===== src/rtl/dmpq_pkg.sv =====
// ----------------------------------------------------------------------------
// dmpq_pkg
// Shared constants, types and table functions for the diatonic mode pitch
// quantizer: fixed-point scale, mode tables and semitone rounding.
// ----------------------------------------------------------------------------
package dmpq_pkg;

  // default control voltage width
  localparam int CV_WIDTH_DEF = 16;

  // one volt is 3 * 1024 units; the low part is split off by bit position
  localparam int LOW_W  = 10;
  localparam int FRAC_W = LOW_W + 2;   // remainder within one volt, 0..3071
  localparam int SEMI_W = 8;           // one semitone is 256 units
  localparam int NOTE_W = 4;           // pitch class 0..11
  localparam int DIST_W = FRAC_W;      // distance between remainder and a degree
  localparam int DEGREES = 7;

  localparam logic [NOTE_W-1:0] NOTES_PER_OCT = 4'd12;
  localparam logic [FRAC_W-1:0] HALF_SEMI     = 12'd128;

  // church modes, in output code order
  typedef enum logic [2:0] {
    MODE_IONIAN     = 3'd0,
    MODE_DORIAN     = 3'd1,
    MODE_PHRYGIAN   = 3'd2,
    MODE_LYDIAN     = 3'd3,
    MODE_MIXOLYDIAN = 3'd4,
    MODE_AEOLIAN    = 3'd5,
    MODE_LOCRIAN    = 3'd6
  } mode_t;

  // per-stage advance strobes for the remainder pipeline
  typedef struct packed {
    logic s1;
    logic s2;
  } stage_en_t;

  // semitone offsets of the seven degrees of each mode
  localparam logic [NOTE_W-1:0] MODE_TABLE [DEGREES][DEGREES] = '{
    '{4'd0, 4'd2, 4'd4, 4'd5, 4'd7, 4'd9, 4'd11},
    '{4'd0, 4'd2, 4'd3, 4'd5, 4'd7, 4'd9, 4'd10},
    '{4'd0, 4'd1, 4'd3, 4'd5, 4'd7, 4'd8, 4'd10},
    '{4'd0, 4'd2, 4'd4, 4'd6, 4'd7, 4'd9, 4'd11},
    '{4'd0, 4'd2, 4'd4, 4'd5, 4'd7, 4'd9, 4'd10},
    '{4'd0, 4'd2, 4'd3, 4'd5, 4'd7, 4'd8, 4'd10},
    '{4'd0, 4'd1, 4'd3, 4'd5, 4'd6, 4'd8, 4'd10}
  };

  // round a remainder within one volt to the nearest semitone, mod 12
  function automatic logic [NOTE_W-1:0] semitone_step(logic [FRAC_W-1:0] frac);
    logic [FRAC_W-1:0] sum;
    logic [NOTE_W-1:0] step;
    sum  = frac + HALF_SEMI;
    step = sum[FRAC_W-1:SEMI_W];
    if (step == NOTES_PER_OCT) begin
      step = '0;
    end
    return step;
  endfunction

  // twelve-step index to mode
  function automatic mode_t step_to_mode(logic [NOTE_W-1:0] step);
    mode_t m;
    unique case (step)
      4'd0, 4'd1:  m = MODE_IONIAN;
      4'd2, 4'd3:  m = MODE_DORIAN;
      4'd4:        m = MODE_PHRYGIAN;
      4'd5, 4'd6:  m = MODE_LYDIAN;
      4'd7, 4'd8:  m = MODE_MIXOLYDIAN;
      4'd9, 4'd10: m = MODE_AEOLIAN;
      default:     m = MODE_LOCRIAN;
    endcase
    return m;
  endfunction

  // degree of a mode, rotated by the root, mod 12
  function automatic logic [NOTE_W-1:0] rotated_degree(mode_t m, logic [2:0] idx,
                                                       logic [NOTE_W-1:0] root);
    logic [NOTE_W-1:0] base;
    logic [NOTE_W:0]   sum;
    base = '0;
    if (m <= MODE_LOCRIAN && idx < 3'(DEGREES)) begin
      base = MODE_TABLE[m][idx];
    end
    sum = {1'b0, base} + {1'b0, root};
    if (sum >= {1'b0, NOTES_PER_OCT}) begin
      sum = sum - {1'b0, NOTES_PER_OCT};
    end
    return sum[NOTE_W-1:0];
  endfunction

endpackage


===== src/rtl/dmpq_volt_frac.sv =====
// ----------------------------------------------------------------------------
// dmpq_volt_frac
// Two-stage floor remainder of a signed control voltage within one volt
// (3072 units). The volt count is taken mod 3 by a reciprocal multiply.
// ----------------------------------------------------------------------------
module dmpq_volt_frac #(
  parameter int CvWidth = dmpq_pkg::CV_WIDTH_DEF
) (
  input  logic                         clk,
  input  dmpq_pkg::stage_en_t          en,
  input  logic [CvWidth-1:0]           cv,
  output logic [dmpq_pkg::FRAC_W-1:0]  frac
);

  localparam int LowW       = dmpq_pkg::LOW_W;
  localparam int VoltW      = CvWidth - LowW;          // signed count of 1024-unit steps
  localparam int UnsW       = VoltW + 2;               // offset to unsigned
  localparam int RecipShift = 2 * UnsW;
  localparam int ProdW      = UnsW + RecipShift - 1;
  localparam longint unsigned RecipFull = ((64'd1 << RecipShift) + 64'd2) / 64'd3;
  localparam logic [RecipShift-2:0] RecipMul = RecipFull[RecipShift-2:0];
  // multiple of three, so the offset leaves the remainder mod 3 unchanged
  localparam logic [UnsW-1:0] OffsetK = UnsW'(3 << (VoltW - 1));

  logic [VoltW-1:0]  volt;
  logic [UnsW-1:0]   unsig;
  logic [ProdW-1:0]  prod_nxt;
  logic [ProdW-1:0]  prod_r;
  logic [UnsW-1:0]   unsig_r;
  logic [LowW-1:0]   low_r;
  logic [UnsW-2:0]   quot;
  logic [UnsW-1:0]   rem_full;
  logic [dmpq_pkg::FRAC_W-1:0] frac_nxt;
  logic [dmpq_pkg::FRAC_W-1:0] frac_r;

  // stage 1: offset the coarse count and multiply by the reciprocal of three
  assign volt     = cv[CvWidth-1:LowW];
  assign unsig    = {{2{volt[VoltW-1]}}, volt} + OffsetK;
  assign prod_nxt = ProdW'(unsig) * ProdW'(RecipMul);

  always_ff @(posedge clk) begin
    if (en.s1) begin
      prod_r  <= prod_nxt;
      unsig_r <= unsig;
      low_r   <= cv[LowW-1:0];
    end
  end

  // stage 2: remainder mod 3 joins the low bits
  assign quot     = prod_r[ProdW-1:RecipShift];
  assign rem_full = unsig_r - ({quot, 1'b0} + {1'b0, quot});
  assign frac_nxt = {rem_full[1:0], low_r};

  always_ff @(posedge clk) begin
    if (en.s2) begin
      frac_r <= frac_nxt;
    end
  end

  assign frac = frac_r;

endmodule


===== src/rtl/diatonic_mode_pitch_quantizer.sv =====
// ----------------------------------------------------------------------------
// diatonic_mode_pitch_quantizer
// Snaps a 1 V/octave pitch to the nearest degree of a church mode on a root
// chosen by control voltage; 3072 units per volt, 256 per semitone.
// ----------------------------------------------------------------------------
// path: stages 1-2 (volt remainders), stage 3, stage 4, then the output register
// throughput: one transaction per cycle while out_stall is low; stages advance
//   independently, so bubbles collapse and in_stall rises only when all five stages are full
// stage depth is set by the reciprocal multiply that splits off the volt
// reset: synchronous active-low rst_n clears every stage valid bit
module diatonic_mode_pitch_quantizer #(
  parameter int CvWidth = dmpq_pkg::CV_WIDTH_DEF
) (
  input  logic                                clk,
  input  logic                                rst_n,
  input  logic                                in_valid,
  output logic                                in_stall,
  input  logic signed [CvWidth-1:0]           in_pitch_cv,
  input  logic signed [CvWidth-1:0]           in_root_cv,
  input  logic signed [CvWidth-1:0]           in_mode_cv,
  input  logic [3:0]                          in_voice,
  output logic                                out_valid,
  input  logic                                out_stall,
  output logic signed [CvWidth:0]             out_quantized_cv,
  output logic [dmpq_pkg::NOTE_W-1:0]         out_root_note,
  output logic [2:0]                          out_mode_index,
  output logic [3:0]                          out_voice_out
);

  localparam int FracW  = dmpq_pkg::FRAC_W;
  localparam int NoteW  = dmpq_pkg::NOTE_W;
  localparam int DistW  = dmpq_pkg::DIST_W;
  localparam int Deg    = dmpq_pkg::DEGREES;
  localparam int SemiW  = dmpq_pkg::SEMI_W;
  localparam int OutW   = CvWidth + 1;

  // stage valid bits and advance strobes
  logic v1_r, v2_r, v3_r, v4_r, out_valid_r;
  logic adv1, adv2, adv3, adv4, adv5;
  dmpq_pkg::stage_en_t fr_en;

  // stage payloads
  logic [CvWidth-1:0]  pitch_s1_r, pitch_s2_r;
  logic [3:0]          voice_s1_r, voice_s2_r, voice_s3_r, voice_s4_r, voice_out_r;
  logic [FracW-1:0]    pitch_frac, root_frac, mode_frac;
  logic [OutW-1:0]     base_nxt, base_s3_r, base_s4_r;
  logic [FracW-1:0]    frac_s3_r;
  logic [NoteW-1:0]    root_nxt, root_s3_r, root_s4_r, root_out_r;
  dmpq_pkg::mode_t     mode_nxt, mode_s3_r, mode_s4_r, mode_out_r;
  logic [NoteW-1:0]    deg_nxt [Deg];
  logic [DistW-1:0]    dist_nxt [Deg];
  logic [NoteW-1:0]    deg_s4_r [Deg];
  logic [DistW-1:0]    dist_s4_r [Deg];
  logic [NoteW-1:0]    best_deg;
  logic [OutW-1:0]     quant_nxt, quant_out_r;

  // per-stage flow control: a stage moves when empty or when the next moves
  assign adv5     = !out_valid_r || !out_stall;
  assign adv4     = !v4_r || adv5;
  assign adv3     = !v3_r || adv4;
  assign adv2     = !v2_r || adv3;
  assign adv1     = !v1_r || adv2;
  assign in_stall = !adv1;
  assign fr_en    = '{s1: adv1, s2: adv2};

  always_ff @(posedge clk) begin
    if (!rst_n) begin
      v1_r        <= 1'b0;
      v2_r        <= 1'b0;
      v3_r        <= 1'b0;
      v4_r        <= 1'b0;
      out_valid_r <= 1'b0;
    end else begin
      if (adv1) v1_r        <= in_valid;
      if (adv2) v2_r        <= v1_r;
      if (adv3) v3_r        <= v2_r;
      if (adv4) v4_r        <= v3_r;
      if (adv5) out_valid_r <= v4_r;
    end
  end

  // stages 1-2: remainders within one volt
  dmpq_volt_frac #(.CvWidth(CvWidth)) u_pitch_frac (
    .clk(clk), .en(fr_en), .cv(in_pitch_cv), .frac(pitch_frac)
  );
  dmpq_volt_frac #(.CvWidth(CvWidth)) u_root_frac (
    .clk(clk), .en(fr_en), .cv(in_root_cv), .frac(root_frac)
  );
  dmpq_volt_frac #(.CvWidth(CvWidth)) u_mode_frac (
    .clk(clk), .en(fr_en), .cv(in_mode_cv), .frac(mode_frac)
  );

  always_ff @(posedge clk) begin
    if (adv1) begin
      pitch_s1_r <= in_pitch_cv;
      voice_s1_r <= in_voice;
    end
    if (adv2) begin
      pitch_s2_r <= pitch_s1_r;
      voice_s2_r <= voice_s1_r;
    end
  end

  // stage 3: root, mode and octave base (pitch minus its remainder)
  assign root_nxt = dmpq_pkg::semitone_step(root_frac);
  assign mode_nxt = dmpq_pkg::step_to_mode(dmpq_pkg::semitone_step(mode_frac));
  assign base_nxt = {pitch_s2_r[CvWidth-1], pitch_s2_r}
                  - {{(OutW-FracW){1'b0}}, pitch_frac};

  always_ff @(posedge clk) begin
    if (adv3) begin
      base_s3_r  <= base_nxt;
      frac_s3_r  <= pitch_frac;
      root_s3_r  <= root_nxt;
      mode_s3_r  <= mode_nxt;
      voice_s3_r <= voice_s2_r;
    end
  end

  // stage 4: rotated degrees and their distances from the remainder
  always_comb begin
    logic [FracW:0] diff;
    for (int i = 0; i < Deg; i++) begin
      deg_nxt[i]  = dmpq_pkg::rotated_degree(mode_s3_r, 3'(i), root_s3_r);
      diff        = {1'b0, frac_s3_r} - {1'b0, deg_nxt[i], {SemiW{1'b0}}};
      if (diff[FracW]) begin
        diff = -diff;
      end
      dist_nxt[i] = diff[DistW-1:0];
    end
  end

  always_ff @(posedge clk) begin
    if (adv4) begin
      deg_s4_r   <= deg_nxt;
      dist_s4_r  <= dist_nxt;
      base_s4_r  <= base_s3_r;
      root_s4_r  <= root_s3_r;
      mode_s4_r  <= mode_s3_r;
      voice_s4_r <= voice_s3_r;
    end
  end

  // stage 5: pairwise tree, lower degree wins ties, then add to the base
  always_comb begin
    logic [DistW-1:0] d01, d23, d45, d03, d46, dfin;
    logic [NoteW-1:0] g01, g23, g45, g03, g46;
    g01 = (dist_s4_r[0] <= dist_s4_r[1]) ? deg_s4_r[0] : deg_s4_r[1];
    d01 = (dist_s4_r[0] <= dist_s4_r[1]) ? dist_s4_r[0] : dist_s4_r[1];
    g23 = (dist_s4_r[2] <= dist_s4_r[3]) ? deg_s4_r[2] : deg_s4_r[3];
    d23 = (dist_s4_r[2] <= dist_s4_r[3]) ? dist_s4_r[2] : dist_s4_r[3];
    g45 = (dist_s4_r[4] <= dist_s4_r[5]) ? deg_s4_r[4] : deg_s4_r[5];
    d45 = (dist_s4_r[4] <= dist_s4_r[5]) ? dist_s4_r[4] : dist_s4_r[5];
    g03 = (d01 <= d23) ? g01 : g23;
    d03 = (d01 <= d23) ? d01 : d23;
    g46 = (d45 <= dist_s4_r[6]) ? g45 : deg_s4_r[6];
    d46 = (d45 <= dist_s4_r[6]) ? d45 : dist_s4_r[6];
    dfin     = (d03 <= d46) ? d03 : d46;
    best_deg = (d03 <= d46) ? g03 : g46;
    quant_nxt = base_s4_r + {{(OutW-NoteW-SemiW){1'b0}}, best_deg, {SemiW{1'b0}}};
    if (dfin == '0) begin
      quant_nxt = base_s4_r + {{(OutW-NoteW-SemiW){1'b0}}, best_deg, {SemiW{1'b0}}};
    end
  end

  always_ff @(posedge clk) begin
    if (adv5) begin
      quant_out_r <= quant_nxt;
      root_out_r  <= root_s4_r;
      mode_out_r  <= mode_s4_r;
      voice_out_r <= voice_s4_r;
    end
  end

  // result ports
  assign out_valid        = out_valid_r;
  assign out_quantized_cv = quant_out_r;
  assign out_root_note    = root_out_r;
  assign out_mode_index   = mode_out_r;
  assign out_voice_out    = voice_out_r;

`ifndef SYNTHESIS
  // results land on a semitone grid: the base is a whole number of volts
  a_semitone_grid: assert property (@(posedge clk) disable iff (!rst_n)
    out_valid |-> out_quantized_cv[SemiW-1:0] == '0)
    else $error("quantized result off the semitone grid");

  // input stalls only when every stage holds a transaction
  a_stall_full: assert property (@(posedge clk) disable iff (!rst_n)
    in_stall |-> (v1_r && v2_r && v3_r && v4_r && out_valid_r))
    else $error("input stalled with a bubble in the pipeline");

  // a blocked stage 4 keeps its transaction
  a_hold_s4: assert property (@(posedge clk) disable iff (!rst_n)
    (v4_r && !adv4) |=> (v4_r && $stable(base_s4_r)))
    else $error("stage 4 transaction lost while blocked");

  // result fields stay in range
  a_out_range: assert property (@(posedge clk) disable iff (!rst_n)
    out_valid |-> (out_root_note < 4'd12 && out_mode_index < 3'd7))
    else $error("root or mode index out of range");
`endif

endmodule

===== config.mk =====
export PLATFORM = sky130hd
export DESIGN_NAME = diatonic_mode_pitch_quantizer
export DESIGN_NICKNAME = d
export VERILOG_FILES = /design/src/rtl/dmpq_pkg.sv /design/src/rtl/dmpq_volt_frac.sv /design/src/rtl/diatonic_mode_pitch_quantizer.sv
export SDC_FILE = /design/constraint.sdc
export NUM_CORES = 1
export LEC_CHECK = 0
export BUFFER_PORTS_ARGS = -buffer_cell sky130_fd_sc_hd__buf_2
export CAP_MARGIN = 20
export CORE_MARGIN = 4
export CORE_UTILIZATION = 54
export CTS_CLUSTER_DIAMETER = 50
export DETAILED_ROUTE_END_ITERATION = 6
export PLACE_DENSITY = 0.83
export SLEW_MARGIN = 0
export SYNTH_ARGS = -nofsm -noshare
export SYNTH_HDL_FRONTEND = slang
export SYNTH_SLANG_ARGS = --single-unit

===== constraint.sdc =====
create_clock -name clk -period 8.45 [get_ports clk]
set_input_delay 0.4225 -clock clk [delete_from_list [all_inputs] [get_ports clk]]
set_output_delay 0.4225 -clock clk [all_outputs]
set_load 0.01 [all_outputs]

==> impl_results.md <==
- Cell variety after synth: 53
- Drt initial violations: 500
- Post-CTS Resized: 0
- CTS root buf: clkbuf_16
- Crit path required time: around 9 ns
- Sequential-to-total area share from yosys stat: 44.6%
- Wire length on met1: approximately 13,000 um
- WL met3: 1180 um
- Final Setup Violations: 0
- Post-synth top area share: ~44%
- Final hold vios: 0
- Routed vias: 10,319
- Post-CTS setup buffer count: 0
- DRC: 0
- RSZ-0062 raised after global routing: no
- CTS tree: yes
- Routed Antenna Nets: 0
- Post-route minimum period: 6.97 ns
- Chip width: 182 um
- Slowest CP cell: o41ai_2
- FMAX: between 0.1 and 0.15 GHz
- Most used cell, CP: ha_1
- Crit path largest cell delay: slightly below 0.9 ns
- Initial Util: approximately 55%
- Die ar.: 33,200 um^2
- Critical path class: reg -> reg
- Max cap viols: 0
- Asr flop ratio synth: 0%
- Most frequent cell after synthesis: edfxtp_1
- Synth warn: 0
- DP HPWL: 23,600 um
- ANT cells: 0
- # rows: 63
- I/O pin total: 86
- Post-Syn Instances: 1,409
- Largest net degree at the start of global routing: between 70 and 80
- Crit share post-route: 82.5%
- First-pass GRT wire length: 50,700 um
- Setup TNS Final: 0 ns
- CTS Hold Bufs: 0
- EDFF count, synth: 240
- Max-slew headroom: 26.3%
- Layout fillers: 2,274
- DR top layer: met4
- Synth cell count leaders: edfxtp_1 (240), ha_1 (224), inv_1 (175)
- H-tree depth: 1
- GRT overflow: 0
- Final Non-Filler Cells: 1,887
- Critical Path Fanout Max: 15
- Area grow syn2layout: 10.2%
- First-pass DRT Iterations: 5
- Top FF cell, synth: edfxtp_1
- Min-delay worst type: in -> reg
- Latest clock arrival within the worst-skew pair: 0.55 ns
- PortBufs: 63
- Total track usage: about 18%
- Mean area per synthesized cell: between 10 and 15 um^2
- Via/cell ratio: approximately 5.5
- Area of the multi-input gates: ~8200 um^2
- Vias in the first global route: approximately 11,000
- Worst-margin pin slew: roughly 1.1 ns
- Dpl cells: 1,829
- Metal2 WL: 16,400 um
- Final Max Slew Viols: 0
- Nets: 1,799
- Gpl congestion: 0.885
- Reg area: about 7300 um^2
- Outcome: finished clean
- Die Height: about 180 um
- Synth area leaders: edfxtp_1 (44%), ha_1 (17%), fa_1 (5.5%)
- Register bit total from synthesis: about 250
- Reg clk slew, reported paths: around 0.06 ns
- TritonCTS Buffers: 30
- Setup crit start kind: register
- Leading area contributor after synthesis: edfxtp_1
- Clock skew: 0.0159 ns
- CP Capture Type: register
- Clock Path Buffers: 3
- Layout cells sized above 1: 10.2%
- WL/cell: between 15 and 20 um
- Core area: around 30,000 um^2
- Sinks on Clock Net: between 200 and 250
- Final WL: 30,900 um
- Initial antenna violation count: 0
- Mapped Area: 16,400 um^2
- CP Data Arrival Time: 7.26 ns
==> cell families after synthesis <==
kind of cell,count (synthesis),share of synthesized area [%]
simple gates,262,7.53
flops,245,44.6
compound gates,213,8.60
other cells,1,0.0229
xor+xnor,134,7.16
mux,64,4.09
buf+inv,221,5.41
fa+ha+maj,269,22.6
==> sequential cells by signal, indices dropped and copies added (netlist names), 5 cells and up <==
signal and cells:
base_s3_r 7, base_s4_r 7, deg_s4_r 26, dist_s4_r 78, frac_s3_r 12, out_quantized_cv 9, pitch_s1_r 16, pitch_s2_r 16
u_mode_frac.frac 5, u_root_frac.frac 5
==> cell type report <==
type / count / area share [%]
Clock buffer: 34 / 4.36
Clock inverter: 21 / 0.880
Inverter: 175 / 3.65
Multi-Input combinational cell: 951 / 45.7
Sequential cell: 245 / 40.5
Tap cell: 390 / 2.70
Timing Repair Buffer: 71 / 2.23
==> worst max-delay path: cells and delay by family (launching register included) <==
kind | cells | cell delay [ns]
AOI/OAI and AO/OA | 13 | 3.63
xor gates and xnor gates | 1 | 0.08
adders and majority gates | 4 | 1.23
buffers and inverters | 1 | 0.30
DFF | 1 | 0.39
muxes | 2 | 0.47
and+or+nand+nor | 5 | 0.59
==> layer usage <==
layer	track usage, %	vias to the layer above
li1	-	5060
met1	21.6	5007
met2	34.8	187
met3	2.33	65
met4	5.28	0
met5	0	-
==> metrics by stage <==
stage | util, % | hold slack, ns | setup WS [ns] | area (um^2)
after floorplan | - | 0.400 | 1.70 | 16400
after global placement | 57.2 | 0.401 | 1.88 | 17100
after detailed placement | 57.2 | 0.405 | 1.60 | 17100
after CTS | 60.4 | 0.0338 | 1.44 | 18000
after global routing | 60.6 | 0.0367 | 1.01 | 18100
final | 60.6 | 0.0537 | 1.48 | 18100
==> layout by cell type (no fill, tap or decap), types with 5 or more instances in the layout <==
cell type  netlist  final
o31ai_4          6      6
mux2_2          23     23
nor2_1          44     44
o21a_1          15     15
conb_1           1      9
clkinv_1         0      7
nand2_1        116    116
nor3_1           7      7
o21ai_0         49     49
dfxtp_1          5      5
a21o_1          34     34
or3_1            8      8
fa_1            45     45
nand3b_1         7      7
a211oi_1         8      8
edfxtp_1       240    240
xnor2_1        101    101
nor2b_1         14     14
clkinv_4         0      5
xor2_1          33     33
a21oi_1         68     66
nand3_1         16     15
clkbuf_16        0     31
nand4_1         19     19
nand2b_1        16     16
a31oi_1          5      5
buf_2            3     63
inv_1          175    174
mux2i_1         41     41
buf_4            8      6
ha_1           224    224
==> worst paths after layout <==
| check | startpoint | end | slack [ns] | cells past startpoint |
|---|---|---|---|---|
| max reg2reg | dist_s4_r[26] | out_quantized_cv[16] | 1.48 | 26 |
| max | dist_s4_r[26] | out_quantized_cv[16] | 1.48 | 26 |
| min | in_voice[0] | voice_s1_r[0] | 0.05 | 1 |
| min reg2reg | pitch_s2_r[1] | frac_s3_r[1] | 0.41 | 0 |
Power is not shown: default switching activity piles up to over one toggle a cycle in this logic, so the estimate is an artifact.
